==> src/rtl/prl_pkg.sv <==
// Package for the per-priority rate limiter: field widths, register indexes,
// reset values and the level-to-pool map. No dependencies.
package prl_pkg;

    localparam int PRL_NUM_POOLS  = 5;
    localparam int PRL_LEVEL_W    = 3;
    localparam int PRL_POOL_MAP_W = 3;
    localparam int PRL_SPACE_W    = 64;
    localparam int PRL_LOG_W      = 6;
    localparam int PRL_TS_W       = 64;
    localparam int PRL_WLEN_W     = 32;
    localparam int PRL_BURST_W    = 16;
    localparam int PRL_CNT_W      = 21;
    localparam int PRL_DROP_W     = 32;
    localparam int PRL_CFG_IDX_W  = 1;
    localparam int PRL_CFG_DATA_W = 32;

    // burst scaling: above the knee, burst * (k - bias) / 4
    localparam logic [PRL_LOG_W-1:0] PRL_BURST_KNEE = 6'd20;
    localparam logic [PRL_LOG_W-1:0] PRL_BURST_BIAS = 6'd16;
    localparam int                   PRL_BURST_SHIFT = 2;

    localparam logic [PRL_WLEN_W-1:0]  PRL_WLEN_RESET  = 32'd30000000;
    localparam logic [PRL_BURST_W-1:0] PRL_BURST_RESET = 16'd1000;

    localparam logic [PRL_CNT_W-1:0]  PRL_CNT_MAX  = '1;
    localparam logic [PRL_DROP_W-1:0] PRL_DROP_MAX = '1;

    typedef logic [PRL_CFG_IDX_W-1:0] t_cfg_idx;
    localparam t_cfg_idx PRL_CFG_WINDOW_LENGTH = 1'd0;
    localparam t_cfg_idx PRL_CFG_BURST_LIMIT   = 1'd1;

    // syslog level to pool: 0-2, 3, 4, 5-6, 7
    function automatic logic [PRL_POOL_MAP_W-1:0] prl_level_pool(
        input logic [PRL_LEVEL_W-1:0] level
    );
        logic [PRL_POOL_MAP_W-1:0] pool;
        unique case (level)
            3'd0, 3'd1, 3'd2: pool = 3'd0;
            3'd3:             pool = 3'd1;
            3'd4:             pool = 3'd2;
            3'd5, 3'd6:       pool = 3'd3;
            default:          pool = 3'd4;
        endcase
        return pool;
    endfunction

endpackage

==> src/rtl/prl_floor_log2.sv <==
// Floor of log2 of the free-space figure, zero for inputs of zero or one.
// Depends on prl_pkg for the widths.
module prl_floor_log2 (
    input  logic [prl_pkg::PRL_SPACE_W-1:0] i_value,
    output logic [prl_pkg::PRL_LOG_W-1:0]   o_log2
);
    import prl_pkg::*;

    // highest set bit wins
    always_comb begin
        o_log2 = '0;
        for (int i = 1; i < PRL_SPACE_W; i++) begin
            if (i_value[i]) begin
                o_log2 = PRL_LOG_W'(i);
            end
        end
    end

endmodule

==> src/rtl/per_priority_rate_limiter_core.sv <==
// Top level of the per-priority fixed-window rate limiter.
// Depends on prl_pkg and prl_floor_log2.
//
// Each item is one message (syslog level, free space, timestamp) and yields
// exactly one result: admit, plus the drop count of the pool when the
// message opens a new window. Levels map to pools (0-2, 3, 4, 5-6, 7); each
// pool keeps a window start, an admitted count and a dropped count in flip-
// flops that reset clears. Window expiry is timestamp - start > window length
// with no wrap; the burst is scaled by floor(log2(free space)) from 2^21 up.
// Writing zero to either register turns limiting off. The block takes one
// item per cycle unless the result side stalls. The level map and log2 of
// the free space sit before the input register, and the pool read-modify-
// write (burst multiply, window compare, counter update) sits between the
// input register and the result register. Back-to-back items to the same
// pool see each other's updates at once. Configuration is written through
// a plain write port, by the user only while idle, not enforced by the block.
module per_priority_rate_limiter_core #(
    parameter int NUM_POOLS = prl_pkg::PRL_NUM_POOLS
) (
    input  logic                                i_clk,
    input  logic                                i_rst_n,

    input  logic                                i_cfg_wr_en,
    input  logic [prl_pkg::PRL_CFG_IDX_W-1:0]   i_cfg_index,
    input  logic [prl_pkg::PRL_CFG_DATA_W-1:0]  i_cfg_data,

    input  logic                                i_in_valid,
    output logic                                o_in_stall,
    input  logic [prl_pkg::PRL_LEVEL_W-1:0]     i_level,
    input  logic [prl_pkg::PRL_SPACE_W-1:0]     i_free_space,
    input  logic [prl_pkg::PRL_TS_W-1:0]        i_timestamp,

    output logic                                o_out_valid,
    input  logic                                i_out_stall,
    output logic                                o_admit,
    output logic [prl_pkg::PRL_DROP_W-1:0]      o_dropped_report
);
    import prl_pkg::*;

    localparam int POOL_W = (NUM_POOLS > 1) ? $clog2(NUM_POOLS) : 1;
    localparam logic [PRL_POOL_MAP_W:0] NUM_POOLS_C = (PRL_POOL_MAP_W + 1)'(NUM_POOLS);
    localparam logic [POOL_W-1:0]       LAST_POOL   = POOL_W'(NUM_POOLS - 1);

    // ---------------------------------------------------------------
    // Configuration registers
    // ---------------------------------------------------------------
    logic [PRL_WLEN_W-1:0]  r_wlen;
    logic [PRL_BURST_W-1:0] r_burst;

    always_ff @(posedge i_clk) begin
        if (!i_rst_n) begin
            r_wlen  <= PRL_WLEN_RESET;
            r_burst <= PRL_BURST_RESET;
        end else if (i_cfg_wr_en) begin
            unique case (i_cfg_index)
                PRL_CFG_WINDOW_LENGTH: r_wlen  <= i_cfg_data[PRL_WLEN_W-1:0];
                PRL_CFG_BURST_LIMIT:   r_burst <= i_cfg_data[PRL_BURST_W-1:0];
                default: ;
            endcase
        end
    end

    // ---------------------------------------------------------------
    // Handshake: the result register frees the input register whenever
    // it is empty or being taken.
    // ---------------------------------------------------------------
    logic r_in_valid;
    logic r_out_valid;
    logic advance;
    logic in_accept;
    logic fire;

    assign advance    = !r_out_valid || !i_out_stall;
    assign o_in_stall = r_in_valid && !advance;
    assign in_accept  = i_in_valid && !o_in_stall;
    assign fire       = r_in_valid && advance;

    // ---------------------------------------------------------------
    // Input stage: map level to a pool and reduce free space to its log2
    // ---------------------------------------------------------------
    logic [PRL_POOL_MAP_W-1:0] map_pool;
    logic [POOL_W-1:0]         n_in_pool;
    logic [PRL_LOG_W-1:0]      n_in_log2;

    logic [POOL_W-1:0]    r_in_pool;
    logic [PRL_LOG_W-1:0] r_in_log2;
    logic [PRL_TS_W-1:0]  r_in_ts;

    assign map_pool = prl_level_pool(i_level);

    // fold pools that do not exist onto the last one
    always_comb begin
        if ({1'b0, map_pool} >= NUM_POOLS_C) begin
            n_in_pool = LAST_POOL;
        end else begin
            n_in_pool = POOL_W'(map_pool);
        end
    end

    prl_floor_log2 u_log2 (
        .i_value (i_free_space),
        .o_log2  (n_in_log2)
    );

    always_ff @(posedge i_clk) begin
        if (!i_rst_n) begin
            r_in_valid <= 1'b0;
        end else if (in_accept) begin
            r_in_valid <= 1'b1;
        end else if (advance) begin
            r_in_valid <= 1'b0;
        end
    end

    always_ff @(posedge i_clk) begin
        if (in_accept) begin
            r_in_pool <= n_in_pool;
            r_in_log2 <= n_in_log2;
            r_in_ts   <= i_timestamp;
        end
    end

    // ---------------------------------------------------------------
    // Pool state
    // ---------------------------------------------------------------
    logic [PRL_TS_W-1:0]   r_win_start [NUM_POOLS];
    logic [PRL_CNT_W-1:0]  r_win_count [NUM_POOLS];
    logic [PRL_DROP_W-1:0] r_drop_cnt  [NUM_POOLS];

    logic [PRL_TS_W-1:0]   cur_start;
    logic [PRL_CNT_W-1:0]  cur_count;
    logic [PRL_DROP_W-1:0] cur_drop;

    assign cur_start = r_win_start[r_in_pool];
    assign cur_count = r_win_count[r_in_pool];
    assign cur_drop  = r_drop_cnt[r_in_pool];

    // ---------------------------------------------------------------
    // Decision: effective burst, window expiry, admit or drop
    // ---------------------------------------------------------------
    logic [PRL_LOG_W-1:0]   k_scale;
    logic [PRL_CNT_W:0]     burst_prod;
    logic [PRL_CNT_W-1:0]   eff_burst;
    logic [PRL_TS_W-1:0]    elapsed;
    logic                   disabled;
    logic                   open_new;
    logic                   under_burst;

    logic                   n_admit;
    logic [PRL_DROP_W-1:0]  n_report;
    logic                   wr_open;
    logic                   wr_count;
    logic                   wr_drop;

    assign k_scale    = r_in_log2 - PRL_BURST_BIAS;
    assign burst_prod = (PRL_CNT_W + 1)'(r_burst) * (PRL_CNT_W + 1)'(k_scale);

    always_comb begin
        if (r_in_log2 <= PRL_BURST_KNEE) begin
            eff_burst = PRL_CNT_W'(r_burst);
        end else begin
            eff_burst = PRL_CNT_W'(burst_prod >> PRL_BURST_SHIFT);
        end
    end

    assign disabled    = (r_wlen == '0) || (r_burst == '0);
    assign elapsed     = r_in_ts - cur_start;
    // an unused pool, or a window that has run out; an earlier timestamp holds
    assign open_new    = (cur_start == '0) ||
                         ((r_in_ts >= cur_start) && (elapsed > PRL_TS_W'(r_wlen)));
    assign under_burst = cur_count <= eff_burst;

    always_comb begin
        n_admit  = 1'b1;
        n_report = '0;
        wr_open  = 1'b0;
        wr_count = 1'b0;
        wr_drop  = 1'b0;
        priority if (disabled) begin
            // pass through, touch nothing
        end else if (open_new) begin
            n_report = cur_drop;
            wr_open  = 1'b1;
        end else if (under_burst) begin
            wr_count = cur_count != PRL_CNT_MAX;
        end else begin
            n_admit = 1'b0;
            wr_drop = cur_drop != PRL_DROP_MAX;
        end
    end

    always_ff @(posedge i_clk) begin
        if (!i_rst_n) begin
            for (int p = 0; p < NUM_POOLS; p++) begin
                r_win_start[p] <= '0;
                r_win_count[p] <= '0;
                r_drop_cnt[p]  <= '0;
            end
        end else if (fire) begin
            if (wr_open) begin
                r_win_start[r_in_pool] <= r_in_ts;
                r_win_count[r_in_pool] <= PRL_CNT_W'(1);
                r_drop_cnt[r_in_pool]  <= '0;
            end
            if (wr_count) begin
                r_win_count[r_in_pool] <= cur_count + PRL_CNT_W'(1);
            end
            if (wr_drop) begin
                r_drop_cnt[r_in_pool] <= cur_drop + PRL_DROP_W'(1);
            end
        end
    end

    // ---------------------------------------------------------------
    // Result register
    // ---------------------------------------------------------------
    logic                  r_admit;
    logic [PRL_DROP_W-1:0] r_report;

    always_ff @(posedge i_clk) begin
        if (!i_rst_n) begin
            r_out_valid <= 1'b0;
        end else if (advance) begin
            r_out_valid <= r_in_valid;
        end
    end

    always_ff @(posedge i_clk) begin
        if (fire) begin
            r_admit  <= n_admit;
            r_report <= n_report;
        end
    end

    assign o_out_valid      = r_out_valid;
    assign o_admit          = r_admit;
    assign o_dropped_report = r_report;

    // ---------------------------------------------------------------
    // Assertions
    // ---------------------------------------------------------------
    // a dropped message never carries a drop report
    a_drop_no_report: assert property (@(posedge i_clk) disable iff (!i_rst_n)
        (o_out_valid && !o_admit) |-> (o_dropped_report == '0))
        else $error("dropped item carries a nonzero report");

    // the input side stalls only behind a full, stalled result register
    a_stall_cause: assert property (@(posedge i_clk) disable iff (!i_rst_n)
        o_in_stall |-> (r_in_valid && r_out_valid && i_out_stall))
        else $error("input stalled without a stalled result");

    // a processed item shows up as a result in the next cycle
    a_fire_result: assert property (@(posedge i_clk) disable iff (!i_rst_n)
        fire |=> (o_out_valid && (o_admit == $past(n_admit))))
        else $error("processed item lost on the way to the result register");

    // opening a window leaves the pool with one admitted message
    a_open_count: assert property (@(posedge i_clk) disable iff (!i_rst_n)
        (fire && wr_open) |=> (r_win_count[$past(r_in_pool)] == PRL_CNT_W'(1)))
        else $error("new window does not start with a count of one");

endmodule

==> config.mk <==
export PLATFORM = sky130hd
export DESIGN_NAME = per_priority_rate_limiter_core
export DESIGN_NICKNAME = d
export VERILOG_FILES = /design/src/rtl/prl_pkg.sv /design/src/rtl/prl_floor_log2.sv /design/src/rtl/per_priority_rate_limiter_core.sv
export SDC_FILE = /design/constraint.sdc
export NUM_CORES = 2
export LEC_CHECK = 0
export ABC_AREA = 1
export BUFFER_PORTS_ARGS = -buffer_cell sky130_fd_sc_hd__buf_2
export CORE_UTILIZATION = 48
export CTS_CLUSTER_DIAMETER = 60
export DETAILED_ROUTE_END_ITERATION = 16
export PLACE_DENSITY = 0.67
export SYNTH_ARGS = -nofsm -noshare
export SYNTH_HDL_FRONTEND = slang
export SYNTH_HIERARCHICAL = 1
export SYNTH_SLANG_ARGS = --single-unit
==> constraint.sdc <==
create_clock -name i_clk -period 8.45 [get_ports i_clk]
set_input_delay 0.4225 -clock i_clk [delete_from_list [all_inputs] [get_ports i_clk]]
set_output_delay 0.4225 -clock i_clk [all_outputs]
set_load 0.03 [all_outputs]
==> metrics.csv <==
metric,value,unit
startpoint types,flip-flop,
CTS Root Cell,clkbuf_16,
max-cap viol count,0,
clock latency on the worst-skew pair,0.74,ns
Syn-to-layout area delta,13.1,%
CP peak stage delay,0.54,ns
share of post-route cells with drive strength above 1,9.33,%
CTS Buf Count,117,
crit path capture type,flip-flop,
Critical R2R Capture,r_drop_cnt[2][14],
Via Count,45535,
Netlist cell types,59,
status,"complete, no violations",
fin crit period,7.70,ns
fmax,0.130,GHz
Final Hold Violating Endpoints,0,
total wire length,172000,um
clock skew,0.0334,ns
Non-Filler Instances,8153,
Mapped Area,0.0583,mm2
Die Footprint,0.123,mm2
flop and latch count out of synthesis,1095,
crit path max-delay cell type,fa_1,
top-area cell type share of the netlist area,53.7,%
1st-iter DRT viols,4466,
Critical Path RT,8.84,ns
CORE AREA,0.120,mm2
Antenna Nets Post-Route,0,
syn_area_per_cell,9.38,um2
Vert. Die Dim,351,um
register area share after synthesis,55.5,%
H-tree depth,3,
Register-to-Register Path Depth,34,
"area leader, netlist",edfxtp_1,
Die W,351,um
DR WL/cell,21.1,um
total gr overflow,0,
initial core utilization,48.5,%
fill cell count,10737,
drt first pass iters,7,
clock tree sinks,1095,
CP arrival,8.09,ns
PortBufs,202,
normalized max-slew margin,34.4,%
synth warn,6,
Syn Inst Count,6215,
Worst Setup EP,r_drop_cnt[2][14],
actual slew at the worst max-slew pin,0.976,ns
Setup crit start,r_in_log2[4],
syn_nets,6590,
Layout Utilization,54.9,%
crit path max fanout,21,
initial antenna violation count,2,
PnR worst setup slack,0.748,ns
dpl hpwl,111000,um
setup violators final,0,
DP Cell Count,7828,
VDD IR-drop max,0.189,mV
"Slew Viols, Final",0,
Post-synth EDFFs,1042,
kind of critical path,reg2reg,
WHS,0.0410,ns
synth top area cells,"edfxtp_1, nor2_1, nand2_1",
Cell Rows,127,
CP most frequent cell,nand2_1,
DRC,0,
largest net degree at the start of global routing,195,
Clock Pin Slew Worst Setup and Hold Paths,0.06,ns
CTS tree,built,
RSZ-0062 raised after global routing,false,
GRT Total Usage,27.5,%
Post-synth top flop,edfxtp_1,
number of global-route vias before repair,43317,
clk buf depth,3,
Power Density,228,mW/mm2
HP Class,in2reg,
Leak,27.0,nW
hold path startpoint,i_cfg_data[2],
Nets,6811,
Fin Setup TNS,0,ns
FF-to-FF setup slack,0.75,ns
vias per inst,5.59,
final period utilization,91.1,%
io pins,204,
Worst R2R Start,r_in_log2[4],
Async SR Flop Fraction,0,%
pre-CTS setup slack,0.738,ns
first-pass GRT wire length,256000,um
placer congestion estimate,0.988,
## report_power, final
| group | leakage [nW] | internal, mW | total, mW | switching [mW] |
|---|---|---|---|---|
| Combinational | 14.3 | 1.16 | 3.62 | 2.47 |
| Sequential | 10.8 | 6.12 | 6.24 | 0.115 |
| Clock | 1.91 | 3.01 | 5.19 | 2.18 |
## cell usage after synthesis, drive strengths merged, types with 9 or more instances
| master | n |
|---|---|
| buf | 179 |
| nand3 | 94 |
| o21a | 11 |
| o221ai | 55 |
| nand2 | 1075 |
| nand4 | 61 |
| nand3b | 16 |
| nor3 | 40 |
| nor3b | 211 |
| xor2 | 60 |
| o21ai | 644 |
| o211ai | 23 |
| fa | 58 |
| nor4 | 24 |
| edfxtp | 1042 |
| ha | 148 |
| inv | 732 |
| o22ai | 170 |
| nor2 | 1201 |
| a21oi | 129 |
| o21bai | 9 |
| clkbuf | 127 |
| dfxtp | 53 |
## routing by layer
layer / vias up / wire length (um) / track usage, %
li1: 21394 / - / -
met5: - / 0 / 0
met4: 0 / 5100 / 8.47
met3: 296 / 12000 / 3.46
met1: 22106 / 70700 / 36.0
met2: 1739 / 84700 / 47.3
## timing repair
item,in CTS,in global routing
endpoints found under the setup margin,0,29
setup buffers,0,1
endpoints found under the hold margin,105,0
gates resized for setup,0,3
hold buffers,98,0
## through the flow
step	total power, mW	cell area, um2
5_1_grt	15.7	65900
4_1_cts	15.1	65900
2_1_floorplan	8.77	58300
6_report	15.1	65900
3_5_place_dp	9.89	61000
3_3_place_gp	9.83	61000
## layout by cell type (no fill, tap or decap), types with 120 or more instances in the layout
cell	instances
inv_1	714
o22ai_1	170
nor3b_1	179
edfxtp_1	1042
nor2_1	1183
o21ai_0	498
clkbuf_16	120
ha_1	148
o21ai_1	140
a21oi_1	129
buf_2	202
nand2_1	1060
## critical path: cells and delay by family (launching register included)
kind / cells / cell delay, ns
adder cells (fa/ha/maj): 6 / 2.71
AND/OR/NAND/NOR: 16 / 1.99
AO/OA/AOI/OAI: 10 / 1.85
buffers and inverters: 2 / 0.42
flip-flops: 1 / 0.39
## registers in the layout (all words and copies together), names as in the netlist, named ones only
register	count
r_in_valid	1
r_wlen	32
r_in_pool	3
r_burst	16
r_in_ts	64
o_out_valid	1
r_win_count	168
r_win_start	512
r_drop_cnt	256
r_in_log2	6
o_admit	1
o_dropped_report	32
## kinds of logic (layout without fill, tap and decap cells)
| kind of cell | count (synthesis) | after routing | synth area share, % |
|---|---|---|---|
| xor gates and xnor gates | 68 | 68 | 1.07 |
| other | 0 | 2 | 0 |
| and+or+nand+nor | 2734 | 2734 | 20.2 |
| muxes | 2 | 2 | 0.0343 |
| AOI/OAI and AO/OA | 1062 | 1062 | 10.2 |
| DFF | 1095 | 1095 | 55.5 |
| buffers and inverters | 1048 | 1372 | 7.87 |
| adders and majority gates | 206 | 206 | 5.17 |
## worst min path at each step
stage	end	depth (start not counted)
detailed placement	r_wlen[11]	2
CTS	r_wlen[2]	3
finish	r_wlen[2]	3
floorplan	r_wlen[10]	2
global placement	o_out_valid	2
global route	r_wlen[2]	3
## layout make-up
cell class              count  area, um2  share of cell area [%]
repair buffers            408       3240                    4.92
inverters                 742       2920                    4.43
multi-input cells        4072      21500                    32.6
flip-flops and latches   1095      32400                    49.1
diodes                      2       5.00                 0.00759
clock inverters            76        783                    1.19
well taps                1612       2020                    3.06
clock buffers             146       3130                    4.75
(Power assumes the default switching activity.)
